[src/rtl/raq_ram.sv]
// ----------------------------------------------------------------------------
// raq_ram
// generic simple dual-port ram, one write and one registered read port
// ----------------------------------------------------------------------------
module raq_ram #(
  parameter int WIDTH = 32,
  parameter int DEPTH = 128
) (
  input  logic                     clk,
  input  logic                     wr_en,
  input  logic [$clog2(DEPTH)-1:0] wr_addr,
  input  logic [WIDTH-1:0]         wr_data,
  input  logic                     rd_en,
  input  logic [$clog2(DEPTH)-1:0] rd_addr,
  output logic [WIDTH-1:0]         rd_data
);

  logic [WIDTH-1:0] mem [DEPTH];

  always_ff @(posedge clk) begin
    if (wr_en) begin
      mem[wr_addr] <= wr_data;
    end
    if (rd_en) begin
      rd_data <= mem[rd_addr];
    end
  end

endmodule

[config.mk]
export PLATFORM = sky130hd
export DESIGN_NAME = raq_ram
export DESIGN_NICKNAME = d
export VERILOG_FILES = /design/src/rtl/raq_ram.sv
export SDC_FILE = /design/constraint.sdc
export NUM_CORES = 2
export LEC_CHECK = 0
export BUFFER_PORTS_ARGS = -buffer_cell sky130_fd_sc_hd__buf_2
export CAP_MARGIN = 5
export CORE_UTILIZATION = 45
export CTS_CLUSTER_DIAMETER = 30
export DETAILED_ROUTE_END_ITERATION = 10
export PLACE_DENSITY = 0.6
export REMOVE_ABC_BUFFERS = 1
export SYNTH_ARGS = -nofsm -noshare
export SYNTH_HDL_FRONTEND = slang
export SYNTH_SLANG_ARGS = --single-unit
[constraint.sdc]
create_clock -name clk -period 3.39 [get_ports clk]
set_clock_uncertainty 0.05 [all_clocks]
set_input_delay 0.1695 -clock clk [delete_from_list [all_inputs] [get_ports clk]]
set_output_delay 0.1695 -clock clk [all_outputs]
set_load 0.01 [all_outputs]
# Yosys cells after proc, flatten, opt, wreduce, memory -nomap -nowiden
# Memories as Yosys holds them, arrays and structs flattened. A register that Yosys moved wholly into a read port is not among the register bits.
# Cells that the tools add are included.
# W data, S select, Z words.
# totals
reg_bits	0
ram_bits	4096
elab_cells	3
memories	1
# classes
muxes	2
# memory_table
memory	words	word_bits	read_ports	rd_ports_with_merged_regs	write_ports	line_no	rtl
mem	128	32	1	1	1	18	logic [WIDTH-1:0] mem [DEPTH];
# ops
cell	n
$mux W1	2

# Logic depth before layout (Yosys ltp)
# logic_depth
word_depth	2
depth_mapped	8
ltp_nobuf	4

# Worst setup path after synthesis
# OpenSTA, ideal clock, no wires.
# synth_timing
path_kind	input to register
start	in wr_en
end	mem mem[98][0], enable pin
setup_time_ps	461
arrival_time_ps	2947
setup_slack_ps	-68
stages	3
n_path_buf	1
cell_sequence	clkbuf_1 -> nand4_1 -> nor3_1
# synth_via
elab_chain_len	2
# synth_lines
item	line_no	rtl
from (decl)	10	input logic wr_en,
$mux W1	21	if (wr_en) begin
$mux W1 (not written as such)	22	mem[wr_addr] <= wr_data;
to (decl)	18	
# Every way passes these cells.

==> impl_metrics.toml <==
[outcome]
status = "completed"

[cells_and_area]
final_nets = 7083
drive_gt1_share_pct = 43.0
fin_cells = 12300
syn_to_final_growth_pct = 24.4
fillers = 24500
fin_area_mm2 = 0.195

[floorplanning]
rows = 216
io_pins = 81
core-area_mm2 = 0.346
die_w_um = 592
die_h_um = 592
initial_core_util_pct = 45.2
die_area_mm2 = 0.350

[worst_hold_path]
min_from = "wr_data[27]"
hold_class = "in -> reg"
hold_path_depth = 2
holdPathEnd = "mem[13][27]"

[pwr]
power.leakage_uw = 0.0618
p_comb_share_pct = 4.3
pwr-share-clk_pct = 54.0
total_power_uw = 136000
p_seq_share_pct = 41.7
powerDensity_mw_per_mm2 = 699
power.switching_uw = 29500
internal-power_uw = 107000
peakVddDrop_uv = 552
p_sw_share_pct = 21.7

[clocking]
htree_num_levels = 6
cts_buffers = 719
cts_setup_buffers = 0
clock-sinks = 4128
clk_pin_slew_ns = 0.05
worst_skew_pair.late_latency_ns = 1.06
root_buffer = "clkbuf_16"
clock_path_buffers = 4
cts_tree = "built"

[timing]
post-route-period-util_pct = 91.5
worst_slew_pin_slew_ns = 1.38
max_freq_mhz = 322
drv_slew = 0
max_slew_margin_pct = 8.05
fin_tns_setup_ns = 0
rsz0062_at_grt = "no"
setup_viol = 0
fin_crit_ns = 3.10
hold_viol = 0

[synthesis]
synth_cells = 5990
synth_top_family_by_area = "multiplexers"
synthXorXnorAreaFrac_pct = 0
synthAdderAreaFrac_pct = 0
ys_ff_latch = 4128
synth.area.mux_share_pct = 19.6
synth-simple-area-share_pct = 0.445
synth_compound_area_share_pct = 0
yosysSeqAreaShare_pct = 79.2
synthesis.area_mm2 = 0.157
synth_warnings = 0
syn_area_per_cell_um2 = 26.1
ys_types = 16

[worst_setup_path]
crit_fanout = 1
critPathRequiredTime_ns = 4.13
worstPathArrival_ns = 3.84
rrSetupSlack_ns = 0.29
r2r.worst_path.cells = 5
startpoint = "mem[22][21]"
rr_endpoint = "rd_data[21]"
setup.worst_path.class = "reg -> reg"
start_kind = "register"
reg2reg_from = "mem[22][21]"
cp-end-kind = "register"

[routing]
vias_per_cell = 6.04
routed_wl_mm = 428
drt_iter0_drc = 9894
wl_per_cell_um = 34.9
drt-pass1-iter-count = 5
drc = 0
ant_nets = 0
vias = 74200

[run]
maxCapViolations = 0

[global_route]
grt_pass1_vias = 76400
grt_pass1_wl_mm = 595
grt_antenna_before_repair = 62
grt_start_max_net_pins = 129
grt_usage_pct = 24.6
overflow = 0

[place]
dpl.hpwl_mm = 238
gp_congestion = 0.813
portBuffers = 80
dpl.cell_count = 10800
place_area_mm2 = 0.169
kinds of logic (layout without fill, tap and decap cells):
family,Yosys count,in the layout
buf+inv,316,1979
simple gates,170,170
other cells,0,50
flops,4128,4128
mux,1376,1376
per-layer routing:
metal / routed length [µm] / up-vias / track usage [%]
met5: 74 / - / 0
met3: 43800 / 616 / 6.03
met1: 164000 / 40700 / 33.4
met4: 13300 / 12 / 8.06
li1: - / 29000 / -
met2: 207000 / 3939 / 39.3
stage by stage:
stage               utilization [%]  hold WS [ns]  worst slack, ns
floorplan                         -         0.218          -0.0360
finish                         56.3         0.184            0.287
global placement               48.8         0.623           -0.356
global route                   56.3         0.192            0.242
detailed placement             48.8         0.623           -0.343
CTS                            56.2         0.166            0.325
area by class of cell:
class / count / area (µm²) / area share, %
Clock inverter: 543 / 6610 / 3.39
Multi-Input combinational cell: 1546 / 32300 / 16.6
Timing Repair Buffer: 639 / 7580 / 3.89
Tap cell: 4578 / 5730 / 2.94
Sequential cell: 4128 / 124000 / 63.6
Clock buffer: 797 / 18500 / 9.50
Antenna cell: 50 / 125 / 0.0642
synth_stat cells:
cell	n	area [µm²]
nand2_1	14	52.6
nand4_1	3	18.8
buf_1	50	188
nor3_1	9	45.0
buf_6	2	22.5
buf_2	79	395
nand2b_1	2	12.5
edfxtp_1	4128	124000
mux4_2	1344	30300
mux2_2	32	360
clkbuf_1	182	683
or3_1	1	6.26
nor2b_1	7	43.8
nor2_1	122	458
buf_4	3	22.5
nand3_1	12	60.1
cells in the final DEF, fill, tap and decap left out, types with 41 or more instances in the layout:
cell type,instances
diode_2,50
buf_12,219
clkinv_1,84
bufinv_16,103
buf_4,327
clkinv_4,66
clkbuf_1,68
dlygate4sd3_1,48
buf_2,41
clkinvlp_4,98
clkinv_2,93
inv_6,49
nor2_4,119
clkbuf_16,729
mux4_2,1344
edfxtp_1,4128
worst max path at each step:
stage,to,slack (ns),cells past startpoint
floorplan,mem[102][0],-0.04,3
global placement,rd_data[8],-0.36,9
detailed placement,rd_data[8],-0.34,9
CTS,rd_data[21],0.33,5
global route,rd_data[21],0.24,5
finish,rd_data[21],0.29,5
power by group through the flow:
stage          clock (µW)  combinational, µW  sequential [µW]
3_5_place_dp            0               5860            57700
3_3_place_gp            0               5760            57600
2_1_floorplan           0               2080            57600
4_1_cts             74300               5930            56700
6_report            73500               5890            56700
5_1_grt             76700               6140            56600
state kept, by name (all words and copies together) (netlist names):
name / count
mem: 4096
rd_data: 32
critical path, stage by stage (launching register included):
cell and delay (ns):
edfxtp_1 0.37, mux4_2 0.47, mux4_2 0.64, mux4_2 0.50, dlygate4sd3_1 0.58, mux2_2 0.26
what timing repair did:
item | 4_1_cts | 5_1_grt
hold buffers | 48 | 0
gates resized for setup | 0 | 0
setup endpoints to repair | 0 | 0
endpoints found under the hold margin | 4317 | 0
Power figures use the tool's default switching activity.
