File: config.mk
export PLATFORM = sky130hd
export DESIGN_NAME = raq_queue
export DESIGN_NICKNAME = d
export VERILOG_FILES = /design/src/rtl/raq_pkg.sv /design/src/rtl/raq_queue.sv
export SDC_FILE = /design/constraint.sdc
export NUM_CORES = 1
export LEC_CHECK = 0
export ABC_CLOCK_PERIOD_IN_PS = 6600
export BUFFER_PORTS_ARGS = -buffer_cell sky130_fd_sc_hd__buf_2
export CORE_MARGIN = 2
export CORE_UTILIZATION = 55
export DETAILED_ROUTE_END_ITERATION = 6
export GPL_ROUTABILITY_DRIVEN = 0
export HOLD_SLACK_MARGIN = 0.08
export PLACE_DENSITY = 0.84
export REMOVE_ABC_BUFFERS = 1
export SYNTH_ARGS = -nofsm -noshare
export SYNTH_HDL_FRONTEND = slang
export SYNTH_SLANG_ARGS = --single-unit
export TNS_END_PERCENT = 20
File: constraint.sdc
create_clock -name clk -period 6.6 [get_ports clk]
set_clock_uncertainty 0.2 [all_clocks]
set_input_delay 1.32 -clock clk [delete_from_list [all_inputs] [get_ports clk]]
set_output_delay 1.32 -clock clk [all_outputs]
set_load 0.03 [all_outputs]
File: src/rtl/raq_pkg.sv
// ----------------------------------------------------------------------------
// raq_pkg
// shared types, constants and helpers of the row absmax int8 quantizer
// ----------------------------------------------------------------------------
package raq_pkg;

  localparam int ROW_MAX   = 64;
  localparam int IDX_W     = 6;
  localparam int CNT_W     = 7;
  localparam int RAM_DEPTH = 128;
  localparam int RAM_AW    = 7;
  localparam int DIV_W     = 57;
  localparam int MANT_W    = 24;

  localparam logic [31:0] SCALE_FLOOR = 32'h322B_CC77;
  localparam logic [31:0] FP_INF      = 32'h7F80_0000;
  localparam logic [DIV_W-1:0] RECIP_DVD = DIV_W'(1) << 49;

  localparam logic [3:0] QB_MIN   = 4'd2;
  localparam logic [3:0] QB_MAX   = 4'd8;
  localparam logic [3:0] QB_RESET = 4'd8;

  localparam logic [1:0] KIND_ZERO = 2'd0;
  localparam logic [1:0] KIND_SAT  = 2'd1;
  localparam logic [1:0] KIND_NUM  = 2'd2;

  typedef struct packed {
    logic [CNT_W-1:0] count;
    logic [30:0]      amax;
    logic             ovf;
    logic             bank;
  } row_desc_t;

  typedef struct packed {
    logic              en;
    logic [RAM_AW-1:0] addr;
    logic [31:0]       data;
  } ram_wr_t;

  typedef struct packed {
    logic valid;
    logic bank;
  } bank_rel_t;

  typedef struct packed {
    logic              start;
    logic [DIV_W-1:0]  dividend;
    logic [MANT_W-1:0] divisor;
  } div_req_t;

  typedef struct packed {
    logic             done;
    logic [DIV_W-1:0] quot;
    logic             rem_nz;
  } div_rsp_t;

  function automatic logic [6:0] qmax_of(input logic [3:0] qb);
    logic [3:0] b;
    b = qb;
    if (qb < QB_MIN) b = QB_MIN;
    if (qb > QB_MAX) b = QB_MAX;
    return 7'((8'd1 << (b - 4'd1)) - 8'd1);
  endfunction

endpackage

File: src/rtl/raq_queue.sv
// ----------------------------------------------------------------------------
// raq_queue
// two-entry queue of closed row descriptors between front and back
// ----------------------------------------------------------------------------
module raq_queue import raq_pkg::*; (
  input  logic      clk,
  input  logic      rst,
  input  logic      push,
  input  row_desc_t din,
  input  logic      pop,
  output row_desc_t dout,
  output logic      not_empty,
  output logic      full
);

  row_desc_t  entry [2];
  logic       wp;
  logic       rp;
  logic [1:0] cnt;

  assign dout      = entry[rp];
  assign not_empty = cnt != 2'd0;
  assign full      = cnt == 2'd2;

  always_ff @(posedge clk) begin
    if (push) begin
      entry[wp] <= din;
    end
  end

  always_ff @(posedge clk) begin
    if (rst) begin
      wp  <= 1'b0;
      rp  <= 1'b0;
      cnt <= '0;
    end else begin
      if (push) wp <= ~wp;
      if (pop) rp <= ~rp;
      case ({push, pop})
        2'b10:   cnt <= cnt + 2'd1;
        2'b01:   cnt <= cnt - 2'd1;
        default: cnt <= cnt;
      endcase
    end
  end

endmodule

; After elaboration in Yosys (flattened, before gate mapping)
; Memories as Yosys holds them, arrays and structs flattened. A register that Yosys moved wholly into a read port is not among the register bits.
; Index checks and enable logic that the tools add are counted.
[op_classes]
reduce_logical = 2
order_cmp = 0
eq_ne = 3
muxes = 5
addsub = 2
bitwise = 2
n_shift = 0
n_div = 0
mul = 0
[op_table]
columns = operator, n
row1 = $eq 2x2->1 const B, 2
row2 = $mux 1, 4
row3 = $pmux 2 s2, 1
row4 = $reduce_bool 2->1, 2
row5 = $add 2x1->2 const B, 1
row6 = $eq 2x1->1 const B, 1
row7 = $not 1->1, 2
row8 = $sub 2x1->2 const B, 1
[word_totals]
ram_bits = 80
out_inout_bits = 42
rom_bits = 0
register_bits = 4
latchBits = 0
n_memories = 1
input_bits = 44
elab_cells = 18
[memory_table]
columns = memory, words, word_bits, read_ports, rd_ports_with_merged_regs, write_ports, line_no
row1 = entry, 2, 40, 1, 1, 1, raq_queue.sv:16  ; row_desc_t entry [2];

; Longest topological paths before layout
[depth]
depth_word = 3
depth_mapped = 5
mapped_depth_nobuf = 5

; Worst setup path after synthesis
; OpenSTA, ideal clock, no wires.
[synth_timing]
kind = input-to-reg
from = input port push
to = memory entry[0][0] (netlist name) (enable)
path_slack_ns = 2.902
path_stages = 2
n_path_buf = 0
arrival_time_ns = 3.059
required_time_ns = 5.962
setup_time_ns = 0.438
path_cell_list = inv_1 > nor2_1
[synth_between]
elab_chain_len = 2
[synth_rtl]
columns = item, line_no
row1 = from (decl), raq_queue.sv:8  ; input logic push,
row2 = $mux 1, raq_queue.sv:26  ; if (push) begin
row3 = $mux 1 (implied by the code), raq_queue.sv:27  ; entry[wp] <= din;
row4 = to (decl), raq_queue.sv:16
; No other way between the ends.

==> out/qor.txt <==
Worst-Skew Late Latency - 0.33 ns
Area grow syn2layout - 22.8%
Fraction of registers with async set/reset - 0%
Crit path time final - 3.42 ns
Synth area leader - edfxtp_1
Max Buffers Root-to-Sink - 2
Cell variety after synth - 15
Fillers - 380
Final hold slack - 0.320 ns
Synth top area cells - edfxtp_1 (78%), mux2_2 (15%), dfxtp_1 (3.2%)
Req. time, crit path - 5.08 ns
GRT Total Usage - 16.5%
Initial core utilization - 56.3%
Hold_buf cts - 0
Setup crit end kind - output port
Final WL - 5040 µm
Overflow after GRT - 0
Max-slew headroom - 22.4%
Clock root buffer - clkbuf_8
Vias post-DR - 1597
CTS HTree Levels - 3
Share of layout cells above drive strength 1 - 58.4%
Clk pin slew, worst setup/hold paths - 0.07 ns
Status - finished, final reports clean
Register area share after synthesis - 81.2%
Setup ws final - 3.18 ns
Port buffer count - 85
DRT antenna net count - 0
End-of-flow core utilization - 69.1%
Pin count of the biggest net entering global routing - 41
Synthesis-stage register bit count - 85
Post-CTS Resized - 0
Yosys warns - 0
HP Class - reg2reg
Dpl ws - 3.51 ns
Detail Placement HPWL - 3200 µm
WL per Instance - 16.0 µm
Post-CTS Setup Inserts - 0
# clock sinks - 85
Number of global-route vias before repair - 1615
Rows - 27
Max Clk Rate - 292 MHz
First-pass GRT wire length - 7670 µm
Tot Pwr - 1.17 mW
Primary flip-flop cell chosen by synthesis mapping - edfxtp_1
Crit path DAT - 1.90 ns
Layout Cell Area excl Fill - 3780 µm²
Vias/cell - 5.07
Cell with the most instances after synthesis - edfxtp_1
Antenna diodes - 0
Critical path type - reg2out
Die Y - 78.8 µm
Die Area - 6220 µm²
Max_cap viols - 0
Cell Pwr Density - 309 nW/µm²
Final Cycle Share - 51.8%
Drt pass-1 iters - 4
Synth top area share - 78.0%
Top cells by count, synth - edfxtp_1 (80), mux2_2 (40), dfxtp_1 (5), nor2_1 (5), buf_2 (4)
CTS tree - yes
Crit path launch type - flip-flop
Antenna violations before repair - 0
Layout net count - 283
Core area - 5470 µm²
Placed Cells - 299
Placed Area - 3590 µm²
Die Wd - 78.8 µm
Worst Path Max Fanout - 40
Post-synth EDFFs - 80
Fin. Hold Viols - 0
Syn Area/Cell - 21.1 µm²
Pins Over Slew Limit - 0
Mapped Cells - 146
Peak supply drop - 0.180 mV
Num CTS Buffers - 9
Final setup fails - 0
DRC - 0
Setup TNS - 0 ns
Drt first-iter violations - 125
Post-Syn Area - 3080 µm²
Fin cells - 315
Worst-Margin Slew - 1.16 ns
Leak pwr - 1.43 nW
Ports - 86
Unrepaired setup endpoints after global routing - false
-- power breakdown --
group	internal (mW)	switching, mW
sequential	0.628	0.0182
combinational	0.0613	0.103
clock	0.197	0.163
-- worst paths after layout --
path | from | to | slack, ns | depth (start not counted)
worst max-delay path | flip-flop | dout[0] | 3.18 | 2
worst min-delay path | rp$_SDFFE_PP0P_ | rp$_SDFFE_PP0P_ | 0.32 | 2
worst max register to register | wp$_SDFFE_PP0P_ | entry[0][24]$_DFFE_PP_ | 4.74 | 1
worst min register to register | rp$_SDFFE_PP0P_ | rp$_SDFFE_PP0P_ | 0.32 | 2
-- area by class of cell --
cell class / count / area [µm²] / area share [%]
clock buffers: 15 / 166 / 4.40
clock inverters: 1 / 30.0 / 0.794
inverters: 1 / 3.75 / 0.0992
multi-input cells: 56 / 563 / 14.9
flip-flops and latches: 85 / 2500 / 66.2
well taps: 72 / 90.1 / 2.38
repair buffers: 85 / 425 / 11.2
-- metal layers --
layer	part of all wire, %	track usage [%]
met5	0	0
met4	1.6	8.28
met3	6.1	3.86
met2	49	26.9
met1	43	21.0
-- registers in the layout, summed over array words and instances (netlist names), named ones only --
register and cells:
cnt 2, entry 80, rp 1, wp 1
-- logic make-up after synthesis --
group | Yosys count | share of synthesized area [%]
compound gates | 2 | 0.325
flops | 85 | 81.2
fa+ha+maj | 1 | 0.406
xor+xnor | 4 | 1.14
simple gates | 9 | 1.50
buf+inv | 5 | 0.772
mux | 40 | 14.6
-- placed cells by master (no fill, tap or decap) --
cell / count
a21oi_1: 1
xnor2_1: 3
clkbuf_1: 4
inv_1: 1
edfxtp_1: 80
ha_1: 1
dfxtp_2: 1
xor2_1: 1
or2_2: 1
and2b_2: 1
bufinv_16: 1
and2_2: 1
dfxtp_1: 4
o21ai_0: 1
mux2_2: 40
nor2_4: 1
nor2_1: 4
buf_2: 85
or3_1: 1
clkbuf_8: 11
-- critical path, cell delays in order, from the launching register on --
cell and delay [ns]:
dfxtp_2 0.92, mux2_2 0.44, buf_2 0.18
Power figures use the tool's default switching activity.
