## src/rtl/raq_pkg.sv

```systemverilog
// ----------------------------------------------------------------------------
// raq_pkg
// shared types, constants and helpers of the row absmax int8 quantizer
// ----------------------------------------------------------------------------
package raq_pkg;

  localparam int ROW_MAX   = 64;
  localparam int IDX_W     = 6;
  localparam int CNT_W     = 7;
  localparam int RAM_DEPTH = 128;
  localparam int RAM_AW    = 7;
  localparam int DIV_W     = 57;
  localparam int MANT_W    = 24;

  localparam logic [31:0] SCALE_FLOOR = 32'h322B_CC77;
  localparam logic [31:0] FP_INF      = 32'h7F80_0000;
  localparam logic [DIV_W-1:0] RECIP_DVD = DIV_W'(1) << 49;

  localparam logic [3:0] QB_MIN   = 4'd2;
  localparam logic [3:0] QB_MAX   = 4'd8;
  localparam logic [3:0] QB_RESET = 4'd8;

  localparam logic [1:0] KIND_ZERO = 2'd0;
  localparam logic [1:0] KIND_SAT  = 2'd1;
  localparam logic [1:0] KIND_NUM  = 2'd2;

  typedef struct packed {
    logic [CNT_W-1:0] count;
    logic [30:0]      amax;
    logic             ovf;
    logic             bank;
  } row_desc_t;

  typedef struct packed {
    logic              en;
    logic [RAM_AW-1:0] addr;
    logic [31:0]       data;
  } ram_wr_t;

  typedef struct packed {
    logic valid;
    logic bank;
  } bank_rel_t;

  typedef struct packed {
    logic              start;
    logic [DIV_W-1:0]  dividend;
    logic [MANT_W-1:0] divisor;
  } div_req_t;

  typedef struct packed {
    logic             done;
    logic [DIV_W-1:0] quot;
    logic             rem_nz;
  } div_rsp_t;

  function automatic logic [6:0] qmax_of(input logic [3:0] qb);
    logic [3:0] b;
    b = qb;
    if (qb < QB_MIN) b = QB_MIN;
    if (qb > QB_MAX) b = QB_MAX;
    return 7'((8'd1 << (b - 4'd1)) - 8'd1);
  endfunction

endpackage

```

## src/rtl/raq_front.sv

```systemverilog
// ----------------------------------------------------------------------------
// raq_front
// accepts row elements, stores them into a free bank and tracks the row max
// ----------------------------------------------------------------------------
module raq_front import raq_pkg::*; (
  input  logic      clk,
  input  logic      rst,
  input  logic      in_valid,
  output logic      in_ready,
  input  logic [31:0] in_value,
  input  logic      in_end,
  input  bank_rel_t rel,
  output ram_wr_t   wr,
  output logic      push,
  output row_desc_t desc,
  output logic [1:0] busy
);

  logic [CNT_W-1:0] fill;
  logic [CNT_W-1:0] fill_next;
  logic [30:0]      amax;
  logic [30:0]      amax_next;
  logic             ovf;
  logic             ovf_next;
  logic             wbank;
  logic [1:0]       busy_next;
  logic             accept;
  logic             store;
  logic [30:0]      mag;
  logic             mag_nan;

  assign in_ready = !busy[wbank];
  assign accept   = in_valid && in_ready;
  assign store    = fill < CNT_W'(ROW_MAX);
  assign mag      = in_value[30:0];
  assign mag_nan  = (&mag[30:23]) && (|mag[22:0]);

  always_comb begin
    fill_next = store ? fill + CNT_W'(1) : fill;
    amax_next = (store && !mag_nan && (mag > amax)) ? mag : amax;
    ovf_next  = ovf || !store;
  end

  assign wr.en   = accept && store;
  assign wr.addr = {wbank, fill[IDX_W-1:0]};
  assign wr.data = in_value;

  assign push       = accept && in_end;
  assign desc.count = fill_next;
  assign desc.amax  = amax_next;
  assign desc.ovf   = ovf_next;
  assign desc.bank  = wbank;

  always_comb begin
    busy_next = busy;
    if (rel.valid) busy_next[rel.bank] = 1'b0;
    if (push) busy_next[wbank] = 1'b1;
  end

  always_ff @(posedge clk) begin
    if (rst) begin
      fill  <= '0;
      amax  <= '0;
      ovf   <= 1'b0;
      wbank <= 1'b0;
      busy  <= '0;
    end else begin
      busy <= busy_next;
      if (accept) begin
        if (in_end) begin
          fill  <= '0;
          amax  <= '0;
          ovf   <= 1'b0;
          wbank <= ~wbank;
        end else begin
          fill <= fill_next;
          amax <= amax_next;
          ovf  <= ovf_next;
        end
      end
    end
  end

endmodule

```

## config.mk

```make
export PLATFORM = sky130hd
export DESIGN_NAME = raq_front
export DESIGN_NICKNAME = d
export VERILOG_FILES = /design/src/rtl/raq_pkg.sv /design/src/rtl/raq_front.sv
export SDC_FILE = /design/constraint.sdc
export NUM_CORES = 1
export LEC_CHECK = 0
export ABC_CLOCK_PERIOD_IN_PS = 6000
export BUFFER_PORTS_ARGS = -buffer_cell sky130_fd_sc_hd__buf_2
export CAP_MARGIN = 20
export CORE_MARGIN = 4
export CORE_UTILIZATION = 50
export DETAILED_ROUTE_END_ITERATION = 6
export HOLD_SLACK_MARGIN = 0.03
export PLACE_DENSITY_LB_ADDON = 0.05
export SYNTH_ARGS = -nofsm -noshare
export SYNTH_HDL_FRONTEND = slang
export SYNTH_SLANG_ARGS = --single-unit
```

## constraint.sdc

```tcl
create_clock -name clk -period 6 [get_ports clk]
set_input_delay 0.9 -clock clk [delete_from_list [all_inputs] [get_ports clk]]
set_output_delay 0.9 -clock clk [all_outputs]
set_load 0.01 [all_outputs]
```

# Word level (Yosys, flattened, before mapping)
# Cells that the tools add are included.
# op_classes
n_addsub	1
n_lt_le_gt_ge	6
mux	13
n_bitwise	4
reduce_logical	15
# op_table
operator	n
$mux 31	2
$gt 31x31->1	1
$reduce_or 23->1	1
$mux 7	2
$logic_and 1x1->1	8
$reduce_and 8->1	1
$add 7x1->7 const B	1
$lt 7x7->1 const B	1
$mux 1	5
$lt 1x2->1 const B	2
$mux 2	2
$logic_not 1->1	3
$and 2x2->2	1
$demux 1 s1	2
$ge 1x1->1 const B	2
$not 2->2	1
$or 2x2->2	1
$reduce_and 2->1	1
$logic_or 1x1->1	1
$not 1->1	1
# totals
reg_bits	42
input_bits	38
out_inout_bits	84
word_cells	44

# Depth between registers and ports, before layout
# logic_depth
word_depth	9
mapped_depth	9

# Worst setup path after synthesis
# OpenSTA, ideal clock, no wires.
# synth_timing
kind	input to output
from	input in_value[29]
to	output desc[10] (netlist name)
arrival_time_ns	2.700
slack_ns	2.400
cell_stages	8
path_buffers	1
path_cell_list	ha_1 > a21oi_1 > nand2_1 > a221oi_1 > o21ai_0 > o21ai_2 > buf_6 > mux2_2
# synth_rtl
element	line	rtl
from (decl)	raq_front.sv:10	input logic [31:0] in_value,
to (decl)	raq_front.sv:15	output row_desc_t desc,

==> run_results.csv <==
group,metric,value,unit
status,status,"finished clean",
floorplan,fp.dieW,89,um
clock_network,clk_pin_slew,0.08,ns
synthesis,synth_top_family_by_area,"compound AO/OA/AOI/OAI gates",
cells_and_area,layout_common_cells,"buf_2, dfxtp_1, inv_1, ha_1",
floorplan,row_count,29,
place,placed_cells,515,
route,final_antenna_net_count,0,
place,hpwl,5.85,mm
synthesis,async_flop_share,0,%
place,gp_congestion,0.780,
cells_and_area,ff_latch_area,841,sq um
floorplan,core_area,6350,sq um
cells_and_area,area_growth,15.1,%
synthesis,syn_nets,445,
clock_network,insertion_delay,0.30,ns
floorplan,start_util,51.7,%
route,wl,7.78,mm
global_routing,grt_pass1_wl,12.3,mm
run,drv_cap,0,
synthesis,yosysWarnings,0,
timing,tns,0,ns
floorplan,die_area,7920,sq um
synthesis,synth_simple_gate_area_share,16.1,%
critical_path,cp.required,5.10,ns
route,drt_iter0_drc,101,
power,irDropWorstVdd,144,uV
timing,period_share,76.1,%
timing,clock.fmax,219,MHz
synthesis,synth-edff-count,0,
synthesis,synthAdderAreaFrac,12.2,%
floorplan,die_height,89,um
power,powerDensity,212,nW/um^2
clock_network,post_cts_buffers,0,
route,vias_per_cell,5.42,
cells_and_area,layout_commonest_cell,"buf_2",
route,post_drt_wl_per_cell,14.8,um
timing,rsz0062_at_grt,"false",
critical_path,crit_fanout,18,
power,power,0.800,mW
synthesis,synth-seq-cells,42,
floorplan,ioPinCount,122,
route,wl_met1,3.70,mm
synthesis,ys_types,44,
clock_network,h-tree-depth,2,
timing,setup_viol,0,
global_routing,grt_use_total,19.2,%
timing,slew_headroom,45.4,%
timing,worst_pin_slew,0.819,ns
timing,skew,0.0117,ns
route,dr.max_layer_used,"met4",
route,remaining_drc_errors,0,
timing,slew_violations,0,
cells_and_area,instances_no_fill,524,
critical_path,endpoint_kind,"primary output",
power,p_leak,1.66,nW
critical_path,start_kind,"input pin",
clock_network,root_buffer,"clkbuf_8",
cells_and_area,fill_cells,637,
place,placed_area,3620,sq um
global_routing,antenna_found_initial,0,
clock_network,post_cts_resize_count,0,
min_path,hold_class,"flip-flop to flip-flop",
synthesis,synth_cells,375,
global_routing,grt_max_degree,74,
route,first_pass_iters,4,
synthesis,syn-mean-instance-area,8.75,sq um
clock_network,clockBufferDepth,2,
cells_and_area,layout.nets,516,
cells_and_area,insertedDiodeCount,0,
clock_network,cts_tree,"yes",
synthesis,ys_seq_area_share,25.6,%
place,portBuffers,119,
global_routing,grt-ovfl-total,0,
timing,hold_viol,0,
route,wl_met2,3.56,mm
synthesis,synth-xor-area-share,1.60,%
cells_and_area,postLayoutCellArea,3770,sq um
clock_network,numCtsBuffers,5,
clock_network,cts_hold_buf,0,
cells_and_area,layout-drive-gt1-share,38.3,%
synthesis,synth_mux_area_share,11.5,%
timing,fin_crit,4.57,ns
clock_network,cts_sinks,42,
cells_and_area,multi_input_area,1910,sq um
synthesis,ys.flop_type,"dfxtp_1",
synthesis,netlist_area,3280,sq um
synthesis,synth_compound_area_share,16.7,%
route,met3WireLength,466,um
critical_path,worstPathArrival,3.67,ns
global_routing,first_global_vias,2636,
route,vias,2842,
critical_path,path_class,"input pin to primary output",
-- sequential cells by signal, summed over array words and instances (netlist names) --
name and flops:
fill 7, amax 31, wbank 1, busy 2
ovf 1
-- area by class of cell --
type	instances	area share, %
Multi-Input combinational cell	240	50.7
Timing Repair Buffer	124	17.5
Tap cell	77	2.55
Clock inverter	3	1.82
Sequential cell	42	22.3
Inverter	33	3.28
Clock buffer	5	1.82
-- metal layers --
| metal | vias up | track usage, % |
|---|---|---|
| li1 | 1456 | - |
| met1 | 1297 | 27.0 |
| met2 | 85 | 31.5 |
| met3 | 4 | 3.32 |
| met4 | 0 | 2.98 |
| met5 | - | 0 |
-- synth_stat cells, types with 9 or more instances --
cell | n | area, sq um
ha_1 | 32 | 400
buf_4 | 41 | 308
a21oi_1 | 17 | 85.1
o32ai_1 | 31 | 272
nand2_1 | 13 | 48.8
dfxtp_1 | 42 | 841
nor2_1 | 14 | 52.6
nand3_1 | 9 | 45.0
nand2b_1 | 31 | 194
inv_1 | 33 | 124
clkbuf_1 | 10 | 37.5
mux2_2 | 30 | 338
-- path summary, 6_finish.rpt --
check	startpoint	end	slack [ns]	depth (start not counted)
worst max-delay path	in_value[18]	desc[8]	1.43	10
worst min-delay path	amax[16]	amax[16]	0.51	2
worst max register to register	amax[18]	amax[21]	3.11	10
worst min register to register	amax[16]	amax[16]	0.51	2
-- worst max-delay path, cell delays in order --
cell and delay, ns:
buf_2 0.13, ha_1 0.33, a21oi_1 0.15, o21ai_0 0.16, a221oi_1 0.34, o21ai_0 0.21
o21ai_2 0.70, buf_12 0.24, mux2_2 0.35, buf_2 0.14
-- logic make-up after synthesis --
family | after synthesis
AOI/OAI and AO/OA | 73
muxes | 33
adders and majority gates | 32
xor gates and xnor gates | 6
and+or+nand+nor | 96
DFF | 42
buffers and inverters | 93
-- power breakdown --
group | switching, mW | total (mW) | internal, mW | leakage, nW
Clock | 0.110 | 0.277 | 0.167 | 0.0683
Combinational | 0.124 | 0.227 | 0.103 | 1.25
Sequential | 0.00638 | 0.296 | 0.289 | 0.341
Total | 0.240 | 0.800 | 0.560 | 1.66
-- stage by stage --
stage / worst slack [ns] / utilization (%) / hold WS, ns
floorplan: 2.40 / - / 0.471
global placement: 1.49 / 56.8 / 0.488
detailed placement: 1.40 / 57.0 / 0.494
CTS: 1.39 / 59.1 / 0.506
global route: 1.19 / 59.4 / 0.525
finish: 1.43 / 59.4 / 0.508
No activity file was read; power rests on OpenSTA's default activity.
