### config.mk
export PLATFORM = sky130hd
export DESIGN_NAME = raq_div
export DESIGN_NICKNAME = d
export VERILOG_FILES = /design/src/rtl/raq_pkg.sv /design/src/rtl/raq_div.sv
export SDC_FILE = /design/constraint.sdc
export NUM_CORES = 1
export LEC_CHECK = 0
export BUFFER_PORTS_ARGS = -buffer_cell sky130_fd_sc_hd__buf_2
export CAP_MARGIN = 15
export CELL_PAD_IN_SITES_DETAIL_PLACEMENT = 0
export CELL_PAD_IN_SITES_GLOBAL_PLACEMENT = 2
export CORE_ASPECT_RATIO = 0.5
export CORE_MARGIN = 5
export CORE_UTILIZATION = 30
export CTS_CLUSTER_DIAMETER = 40
export DETAILED_ROUTE_END_ITERATION = 7
export GPL_TIMING_DRIVEN = 0
export MAX_ROUTING_LAYER = met4
export PLACE_DENSITY_LB_ADDON = 0.1
export SLEW_MARGIN = 20
export SYNTH_ARGS = -nofsm -noshare
export SYNTH_HDL_FRONTEND = slang
export SYNTH_SLANG_ARGS = --single-unit
### constraint.sdc
create_clock -name clk -period 2.5 [get_ports clk]
set_input_delay 0.25 -clock clk [delete_from_list [all_inputs] [get_ports clk]]
set_output_delay 0.25 -clock clk [all_outputs]
set_load 0.005 [all_outputs]
### src/rtl/raq_pkg.sv
// ----------------------------------------------------------------------------
// raq_pkg
// shared types, constants and helpers of the row absmax int8 quantizer
// ----------------------------------------------------------------------------
package raq_pkg;

  localparam int ROW_MAX   = 64;
  localparam int IDX_W     = 6;
  localparam int CNT_W     = 7;
  localparam int RAM_DEPTH = 128;
  localparam int RAM_AW    = 7;
  localparam int DIV_W     = 57;
  localparam int MANT_W    = 24;

  localparam logic [31:0] SCALE_FLOOR = 32'h322B_CC77;
  localparam logic [31:0] FP_INF      = 32'h7F80_0000;
  localparam logic [DIV_W-1:0] RECIP_DVD = DIV_W'(1) << 49;

  localparam logic [3:0] QB_MIN   = 4'd2;
  localparam logic [3:0] QB_MAX   = 4'd8;
  localparam logic [3:0] QB_RESET = 4'd8;

  localparam logic [1:0] KIND_ZERO = 2'd0;
  localparam logic [1:0] KIND_SAT  = 2'd1;
  localparam logic [1:0] KIND_NUM  = 2'd2;

  typedef struct packed {
    logic [CNT_W-1:0] count;
    logic [30:0]      amax;
    logic             ovf;
    logic             bank;
  } row_desc_t;

  typedef struct packed {
    logic              en;
    logic [RAM_AW-1:0] addr;
    logic [31:0]       data;
  } ram_wr_t;

  typedef struct packed {
    logic valid;
    logic bank;
  } bank_rel_t;

  typedef struct packed {
    logic              start;
    logic [DIV_W-1:0]  dividend;
    logic [MANT_W-1:0] divisor;
  } div_req_t;

  typedef struct packed {
    logic             done;
    logic [DIV_W-1:0] quot;
    logic             rem_nz;
  } div_rsp_t;

  function automatic logic [6:0] qmax_of(input logic [3:0] qb);
    logic [3:0] b;
    b = qb;
    if (qb < QB_MIN) b = QB_MIN;
    if (qb > QB_MAX) b = QB_MAX;
    return 7'((8'd1 << (b - 4'd1)) - 8'd1);
  endfunction

endpackage

### src/rtl/raq_div.sv
// ----------------------------------------------------------------------------
// raq_div
// restoring divider, one quotient bit per cycle, shared by scale and reciprocal
// ----------------------------------------------------------------------------
module raq_div import raq_pkg::*; (
  input  logic     clk,
  input  logic     rst,
  input  div_req_t req,
  output div_rsp_t rsp
);

  logic              busy;
  logic              done;
  logic [5:0]        cnt;
  logic [MANT_W-1:0] rem;
  logic [MANT_W-1:0] dsr;
  logic [DIV_W-1:0]  dvd;
  logic [MANT_W:0]   part;
  logic              ge;
  logic [MANT_W:0]   diff;

  assign part = {rem, dvd[DIV_W-1]};
  assign ge   = part >= {1'b0, dsr};
  assign diff = part - {1'b0, dsr};

  assign rsp.done   = done;
  assign rsp.quot   = dvd;
  assign rsp.rem_nz = |rem;

  always_ff @(posedge clk) begin
    if (req.start) begin
      dvd <= req.dividend;
      dsr <= req.divisor;
      rem <= '0;
    end else if (busy) begin
      dvd <= {dvd[DIV_W-2:0], ge};
      rem <= ge ? diff[MANT_W-1:0] : part[MANT_W-1:0];
    end
  end

  always_ff @(posedge clk) begin
    if (rst) begin
      busy <= 1'b0;
      done <= 1'b0;
      cnt  <= '0;
    end else begin
      done <= 1'b0;
      if (req.start) begin
        busy <= 1'b1;
        cnt  <= '0;
      end else if (busy) begin
        cnt <= cnt + 6'd1;
        if (cnt == 6'(DIV_W - 1)) begin
          busy <= 1'b0;
          done <= 1'b1;
        end
      end
    end
  end

endmodule

Word level (Yosys, flattened, before mapping)
Index checks and enable logic that the tools add are counted.
Widths: inputs -> output; s select.
{ "totals": {"ff_bits": 113, "input_bits": 84, "output_inout_bits": 59, "elab_cells": 22} }
{ "op_classes": {"add_sub_neg": 2, "order_cmp": 1, "n_eq_ne": 1, "n_mux": 7, "bitwise": 1, "n_reduce_logical": 4} }
{ "ops": {"columns": ["op", "n"], "rows": [
  ["$mux 57", 2],
  ["$ge 25x24->1", 1],
  ["$mux 24", 1],
  ["$reduce_or 24->1", 1],
  ["$sub 24x24->24", 1],
  ["$add 6x1->6 const B", 1],
  ["$eq 6x6->1 const B", 1],
  ["$mux 1", 4],
  ["$reduce_or 3->1", 1],
  ["$reduce_bool 2->1", 1],
  ["$reduce_or 2->1", 1],
  ["$not 1->1", 1]
]} }

Logic depth before layout (Yosys ltp)
Gate-level depths: netlist of the first run.
{ "logic_depth": {"word_depth": 4, "ltp_mapped": 11} }

Least setup slack after synthesis of the first run
No wires, ideal clock.
{ "synth_timing": {"kind": "register to register", "startpoint": "reg dvd[56]", "endpoint": "reg rem[22]", "t_arrival_ns": 2.437, "slack_ns": -0.023, "path_stages_with_launch": 12, "period_less_slack_ns": 2.523, "cell_sequence": "edfxtp_1 inv_1 ha_1 fa_1 nor2b_1 o31ai_1 a21o_1 o311a_1 a21oi_1 mux2i_1 o21ai_0 a221oi_2"} }
{ "synth_between": {"elab_chain_len": 2} }
{ "synth_lines": {"columns": ["element", "line", "text"], "rows": [
  ["from (decl)", "raq_div.sv:17", "logic [DIV_W-1:0] dvd;"],
  ["from (signal assigned)", "raq_div.sv:32", "dvd <= req.dividend;"],
  ["from (signal assigned)", "raq_div.sv:36", "dvd <= {dvd[DIV_W-2:0], ge};"],
  ["$sub 24x24->24 / $ge 25x24->1 (equally long branches)", "raq_div.sv:24, raq_div.sv:23", null],
  ["$mux 24 (*)", "raq_div.sv:37", "rem <= ge ? diff[MANT_W-1:0] : part[MANT_W-1:0];"],
  ["to (signal assigned)", "raq_div.sv:37", null],
  ["to (decl)", "raq_div.sv:15", "logic [MANT_W-1:0] rem;"]
]} }
Mark *: on every way between the ends. The rest lies on a longest branch, timed or not.
A chain may end at the register's enable or synchronous reset.

Worst setup path in the final report of the first run
Ends and elaborated chain as after synthesis.

==> flow_summary.toml, run 1 <==
[synth]
async_flop_share = 0
synth_cells = 515
syn_area_per_cell_um2 = 11.6
ys_types = 58
synthMostInstantiatedCell = "edfxtp_1"
synthFlopType = "edfxtp_1"
syn_nets = 626
syn_area_mm2 = 0.00597
yosysSeqAreaShare = 0.515
yosysWarnings = 0
yosysTopAreaCell = "edfxtp_1"
synth_top_area_frac = 0.408
synth_edf_count = 81
synth_commonest_cells = "edfxtp_1, mux2_2, nor2_1"
synth_top_cells_by_area = "edfxtp_1, mux2_2, dfxtp_1, ha_1, mux2i_1"
synth_seq_cells = 113

[routing]
postRouteAntennaNets = 0
drt_iter0_markers = 226
via_per_inst = 4.69
first_pass_iters = 4
vias = 4650
wl_mm = 17.7
wl_per_cell_um = 17.9
drc_errors = 0

[finish]
n_fill_cell = 1940
syn_to_final_growth_pct = 38.1
drive_gt1_frac = 0.434
final_util = 0.423
final_net_count = 815

[worst_setup_path]
r2r_cells = 11
crit_slowest_cell = "edfxtp_1"
path_class = "reg2reg"
startpoint_type = "flip-flop"
crit_path_max_incr_delay_ns = 0.41
r2r-start = "dvd[56]$_DFFE_PP_"
cp.required_ns = 2.82
crit_family = "compound AO/OA/AOI/OAI gates"
critPathBufInv = 1
critPathArrivalTime_ns = 3.00
r2r_slack_ns = -0.18
cp_max_fo = 4
path_cells = "inv_2 > ha_4 > fa_2 > nor2b_4 > o31ai_4 > a21o_1 > o311a_4 > a21oi_4 > mux2i_1 > o21ai_1 > a221oi_2"
r2r-end = "rem[22]$_SDFFE_PP0P_"
endpoint_kind = "flip-flop"

[floorplanning]
rows = 36
die-area_mm2 = 0.0230
num_io_pins = 143
die_h_um = 110
chipWidth_um = 209
core_area_mm2 = 0.0195
start_util = 0.306

[hold_path]
hold_class = "in2reg"
hold_depth = 2
min-delay-start = "rst"
holdPathEnd = "busy$_SDFF_PP0_"

[cts]
cts_root_buf = "clkbuf_16"
htree_levels = 4
cts.clk_slew.worst_paths_ns = 0.06
cts_made_buffers = 17
cts.sinks = 113
insertion_delay_ns = 0.41
cts_tree = "built"
cts_buffer_depth = 2

[place]
portBuffers = 142
gp_congestion = 0.763
dpl.hpwl_mm = 12.8

[flow_run]
drv_cap = 0

[sta]
finalClockSkew_ns = 0.0104
timing.fmax_mhz = 374
worst_pin_slew_ns = 0.704
slew_violations = 0
setup_slack_ns = -0.177
period_minus_slack_ns = 2.68
rsz0062_at_grt = "true"
relSlewSlack = 0.531
finalCritPeriodShare = 1.07
hold_viol = 0
finalSetupViolCount = 5

[run_status]
outcome = "finished with violations"
violations = "setup timing"

[power_and_ir_drop]
swShare = 0.279
internal_power_uw = 4440
p_clk_frac = 0.404
vdd_ir_drop_max_uv = 417
pwr-share-seq = 0.378
switchingPower_uw = 1720
finalPower_uw = 6170
p_comb_frac = 0.218
power_leakage_uw = 0.00333
power_density_mw_per_mm2 = 748

[global_routing]
grt-ovfl-total = 0
grt_pass1_wl_mm = 27.0
grt_max_degree = 48
track_usage = 0.158
antenna_found_initial = 7
grt_pass1_vias = 4889
area by class of cell:
type | instances | area [um^2] | area share
clock buffers | 18 | 429 | 0.0521
plain buffers | 19 | 108 | 0.0131
inverters | 37 | 139 | 0.0168
clock inverters | 14 | 164 | 0.0199
flip-flops and latches | 113 | 3080 | 0.373
diodes | 8 | 20.0 | 0.00243
repair buffers | 172 | 1000 | 0.121
multi-input cells | 344 | 2980 | 0.361
well taps | 266 | 333 | 0.0404
worst max path at each step:
stage	depth (start not counted)	endpoint	start
floorplan	11	rem[22]$_SDFFE_PP0P_	dvd[56]$_DFFE_PP_
global placement	4	dvd[37]$_DFFE_PP_	req[81]
detailed placement	11	rem[14]$_SDFFE_PP0P_	dvd[56]$_DFFE_PP_
CTS	11	rem[22]$_SDFFE_PP0P_	dvd[56]$_DFFE_PP_
global route	10	rem[22]$_SDFFE_PP0P_	dsr[9]$_DFFE_PP_
finish	11	rem[22]$_SDFFE_PP0P_	dvd[56]$_DFFE_PP_
cells by family after synthesis:
group	Yosys count	synth area share
AO/OA/AOI/OAI	100	0.121
AND/OR/NAND/NOR	121	0.0966
multiplexers	76	0.140
buffers and inverters	58	0.0402
adder cells (fa/ha/maj)	27	0.0579
flip-flops	113	0.515
XOR/XNOR	20	0.0294
flip-flops by register name, indices dropped and copies added (netlist names):
| signal | cells |
|---|---|
| rem | 24 |
| dvd | 57 |
| done | 1 |
| cnt | 6 |
| dsr | 24 |
| busy | 1 |
through the flow:
stage / instances / instance area, um^2 / hold WS, ns / setup slack (ns) / TNS (ns)
floorplan: 515 / 5970 / 0.322 / 0.00882 / 0
global route: 990 / 8240 / 0.00172 / -0.348 / -2.65
global placement: 923 / 7020 / 0.426 / -1.49 / -92.59
detailed placement: 924 / 7050 / 0.428 / -0.573 / -14.17
finish: 991 / 8240 / 0.0151 / -0.177 / -0.610
CTS: 975 / 8020 / 0.00213 / -0.240 / -1.02
layer usage:
metal,vias to the layer above,GRT usage,routed length [um]
met5,-,-,0
met4,0,0.0423,161
met3,13,0.0610,1220
met2,96,0.228,7680
met1,2233,0.208,8650
li1,2308,-,-
cell usage in the layout, fill, tap and decap left out, types with 6 or more instances in the layout:
cell type / count
buf_2: 142
edfxtp_1: 81
mux2_2: 56
nor2_1: 41
inv_1: 35
dfxtp_1: 30
nand2_1: 22
a21oi_1: 18
clkbuf_1: 17
clkbuf_16: 17
mux2i_1: 16
ha_1: 16
buf_4: 14
a211oi_1: 13
dlygate4sd3_1: 13
xnor2_1: 12
o21ai_0: 9
diode_2: 8
nor4_1: 8
nand3_1: 7
xor2_1: 7
and3_1: 6
power by group through the flow:
stage	registers [uW]	clock network, uW	logic, uW
3_3_place_gp	2360	0	1130
3_5_place_dp	2360	0	1140
6_report	2330	2490	1340
5_1_grt	2350	2640	1480
2_1_floorplan	2340	0	736
4_1_cts	2330	2550	1280
timing repair:
| action | 4_1_cts | 5_1_grt |
|---|---|---|
| pin swaps | 18 | 25 |
| resized for setup | 42 | 30 |
| endpoints found under the hold margin | 10 | 3 |
| setup buffers | 11 | 7 |
| hold buffers | 10 | 3 |
| setup endpoints to repair | 23 | 24 |
(Power assumes the default switching activity.)
==> inputs of run 2 (changes only) <==
--- a/config.mk
+++ b/config.mk
@@ -5,7 +5,6 @@
 export SDC_FILE = /design/constraint.sdc
 export NUM_CORES = 1
 export LEC_CHECK = 0
-export BUFFER_PORTS_ARGS = -buffer_cell sky130_fd_sc_hd__buf_2
 export CAP_MARGIN = 15
 export CELL_PAD_IN_SITES_DETAIL_PLACEMENT = 0
 export CELL_PAD_IN_SITES_GLOBAL_PLACEMENT = 2
@@ -14,6 +13,7 @@
 export CORE_UTILIZATION = 30
 export CTS_CLUSTER_DIAMETER = 40
 export DETAILED_ROUTE_END_ITERATION = 7
+export DONT_BUFFER_PORTS = 1
 export GPL_TIMING_DRIVEN = 0
 export MAX_ROUTING_LAYER = met4
 export PLACE_DENSITY_LB_ADDON = 0.1
==> run 2 against run 1 <==
The run still ends with setup timing left. Register-to-register slack lost 0.03 ns. Count of clock-buffer cells in the layout grew 3. Non-clock buffer count is 126 lower. Cell area down 5.0%. First-iteration DRC count is 19% lower. Die area is the same. Power rose by 1.7%. Combinational power fell by 6%. Critical path type unchanged. Largest power group unchanged.
==> flow_summary.toml, run 2 (synthesis gave the netlist of run 1 again) <==
[floorplanning]
die_h_um = 110
rows = 36
chipWidth_um = 209
start_util = 0.306
die-area_mm2 = 0.0230
core_area_mm2 = 0.0195
num_io_pins = 143

[place]
portBuffers = 0
place_inst = 782
dpl.hpwl_mm = 12.1
pre_cts_slack_ns = -0.627
gp_congestion = 0.750

[global_routing]
antenna_found_initial = 4
grt_pass1_vias = 4530
use_met3 = 0.0579
top_usage_layer = "met2"
met2_usage = 0.232
grt_use_met1 = 0.206
track_usage = 0.158
grt-ovfl-total = 0
grt_pass1_wl_mm = 26.4
grt_max_degree = 45

[finish]
top_register = "dvd"
syn_to_final_growth_pct = 31.2
largest_register_ffs = 57
mostFrequentLayoutCells = "edfxtp_1, mux2_2, nor2_1"
final_cells = 860
final_util = 0.401
final_net_count = 689
reg_top3 = "dvd (57), dsr (24), rem (24)"
drive_gt1_frac = 0.292
final_common_cell = "edfxtp_1"

[sta]
relSlewSlack = 0.504
rsz0062_at_grt = "true"
slew_violations = 0
timing.fmax_mhz = 370
worst_pin_slew_ns = 0.745
finalClockSkew_ns = 0.00825
fin_hold_ws_ns = 0.0480
finalSetupViolCount = 22
hold_viol = 0
period_minus_slack_ns = 2.70
finalCritPeriodShare = 1.08
setup_slack_ns = -0.204

[run_status]
outcome = "finished with violations"
violations = "setup timing"

[power_and_ir_drop]
switchingPower_uw = 1670
power_leakage_uw = 0.00289
pwr-share-seq = 0.378
p_comb_frac = 0.201
power_density_mw_per_mm2 = 801
swShare = 0.267
vdd_ir_drop_max_uv = 484
p_clk_frac = 0.421
internal_power_uw = 4600

[worst_setup_path]
endpoint_kind = "flip-flop"
cp.required_ns = 2.83
startpoint_type = "flip-flop"
critPathArrivalTime_ns = 3.03
path_cells = "inv_2 > ha_4 > fa_2 > nor2b_4 > o31ai_4 > a21o_1 > o311a_4 > a21oi_4 > mux2i_1 > o21ai_1 > a221oi_2"
crit_path_max_incr_delay_ns = 0.46
path_class = "reg2reg"
crit_slowest_cell = "edfxtp_1"
r2r_slack_ns = -0.20
cp_max_fo = 2
r2r_cells = 11

[routing]
vias = 4269
postRouteAntennaNets = 0
drt_iter0_markers = 184
wl_mm = 17.2
first_pass_iters = 6
wl_per_cell_um = 20.0
drc_errors = 0
via_per_inst = 4.96

[cts]
cts_buffer_depth = 2
cts.sinks = 113
insertion_delay_ns = 0.42
cts.clk_slew.worst_paths_ns = 0.06
cts_root_buf = "clkbuf_16"
cts_tree = "built"
cts_made_buffers = 17
htree_levels = 4

[hold_path]
hold_depth = 1
hold_class = "in2reg"

[flow_run]
drv_cap = 0
-- run 2: cell types whose count changed in the layout (fill, tap and decap cells not counted), moves of 4 or more --
cell / previous run / this run
buf_2: 142 / 0
diode_2: 8 / 4
dlygate4sd3_1: 13 / 25
ha_2: 5 / 1
-- run 2: path summary, 6_finish.rpt --
path                          endpoint                 from
setup / recovery  rem[22]$_SDFFE_PP0P_    dvd[56]$_DFFE_PP_
hold / removal        dvd[8]$_DFFE_PP_              req[32]
setup reg to reg  rem[22]$_SDFFE_PP0P_    dvd[56]$_DFFE_PP_
hold reg to reg    cnt[5]$_SDFFE_PP0P_  cnt[5]$_SDFFE_PP0P_
-- run 2: per-layer routing --
metal	vias to the layer above	routed length, um
li1	2045	-
met1	2109	8340
met2	101	7630
met3	14	1090
met4	0	186
met5	-	0
-- run 2: critical path, delay by kind of cell (launching register included) --
kind	cells	cell delay, ns
AOI/OAI and AO/OA	6	1.13
adders and majority gates	2	0.54
DFF	1	0.46
muxes	1	0.21
and+or+nand+nor	1	0.16
buffers and inverters	1	0.09
-- run 2: final cells by class --
type	instances	area (um^2)
flip-flops and latches	113	3080
clock buffers	21	440
repair buffers	46	508
clock inverters	10	185
fillers	1903	11700
diodes	4	10.0
well taps	266	333
plain buffers	19	108
multi-input cells	344	3030
inverters	37	139
-- run 2: power groups by stage --
stage	Sequential [uW]	Combinational (uW)	Clock, uW
3_5_place_dp	2400	952	0
5_1_grt	2400	1390	2790
6_report	2370	1260	2640
3_3_place_gp	2420	941	0
4_1_cts	2380	1220	2700
2_1_floorplan	2340	736	0
-- run 2: timing repair --
item / 4_1_cts / 5_1_grt
pin swaps: 28 / 24
gates cloned: 2 / 0
setup buffers: 15 / 5
endpoints found under the setup margin: 23 / 25
hold endpoints to repair: 49 / 0
resized for setup: 58 / 31
hold buffers: 26 / 0
-- run 2: stage by stage --
stage               total power [uW]  area, um^2  setup TNS, ns
CTS                             6300        7660          -1.42
detailed placement              3360        6340          -5.19
finish                          6270        7830          -1.52
global placement                3360        6300         -69.51
global route                    6580        7830          -4.55
floorplan                       3080        5970              0
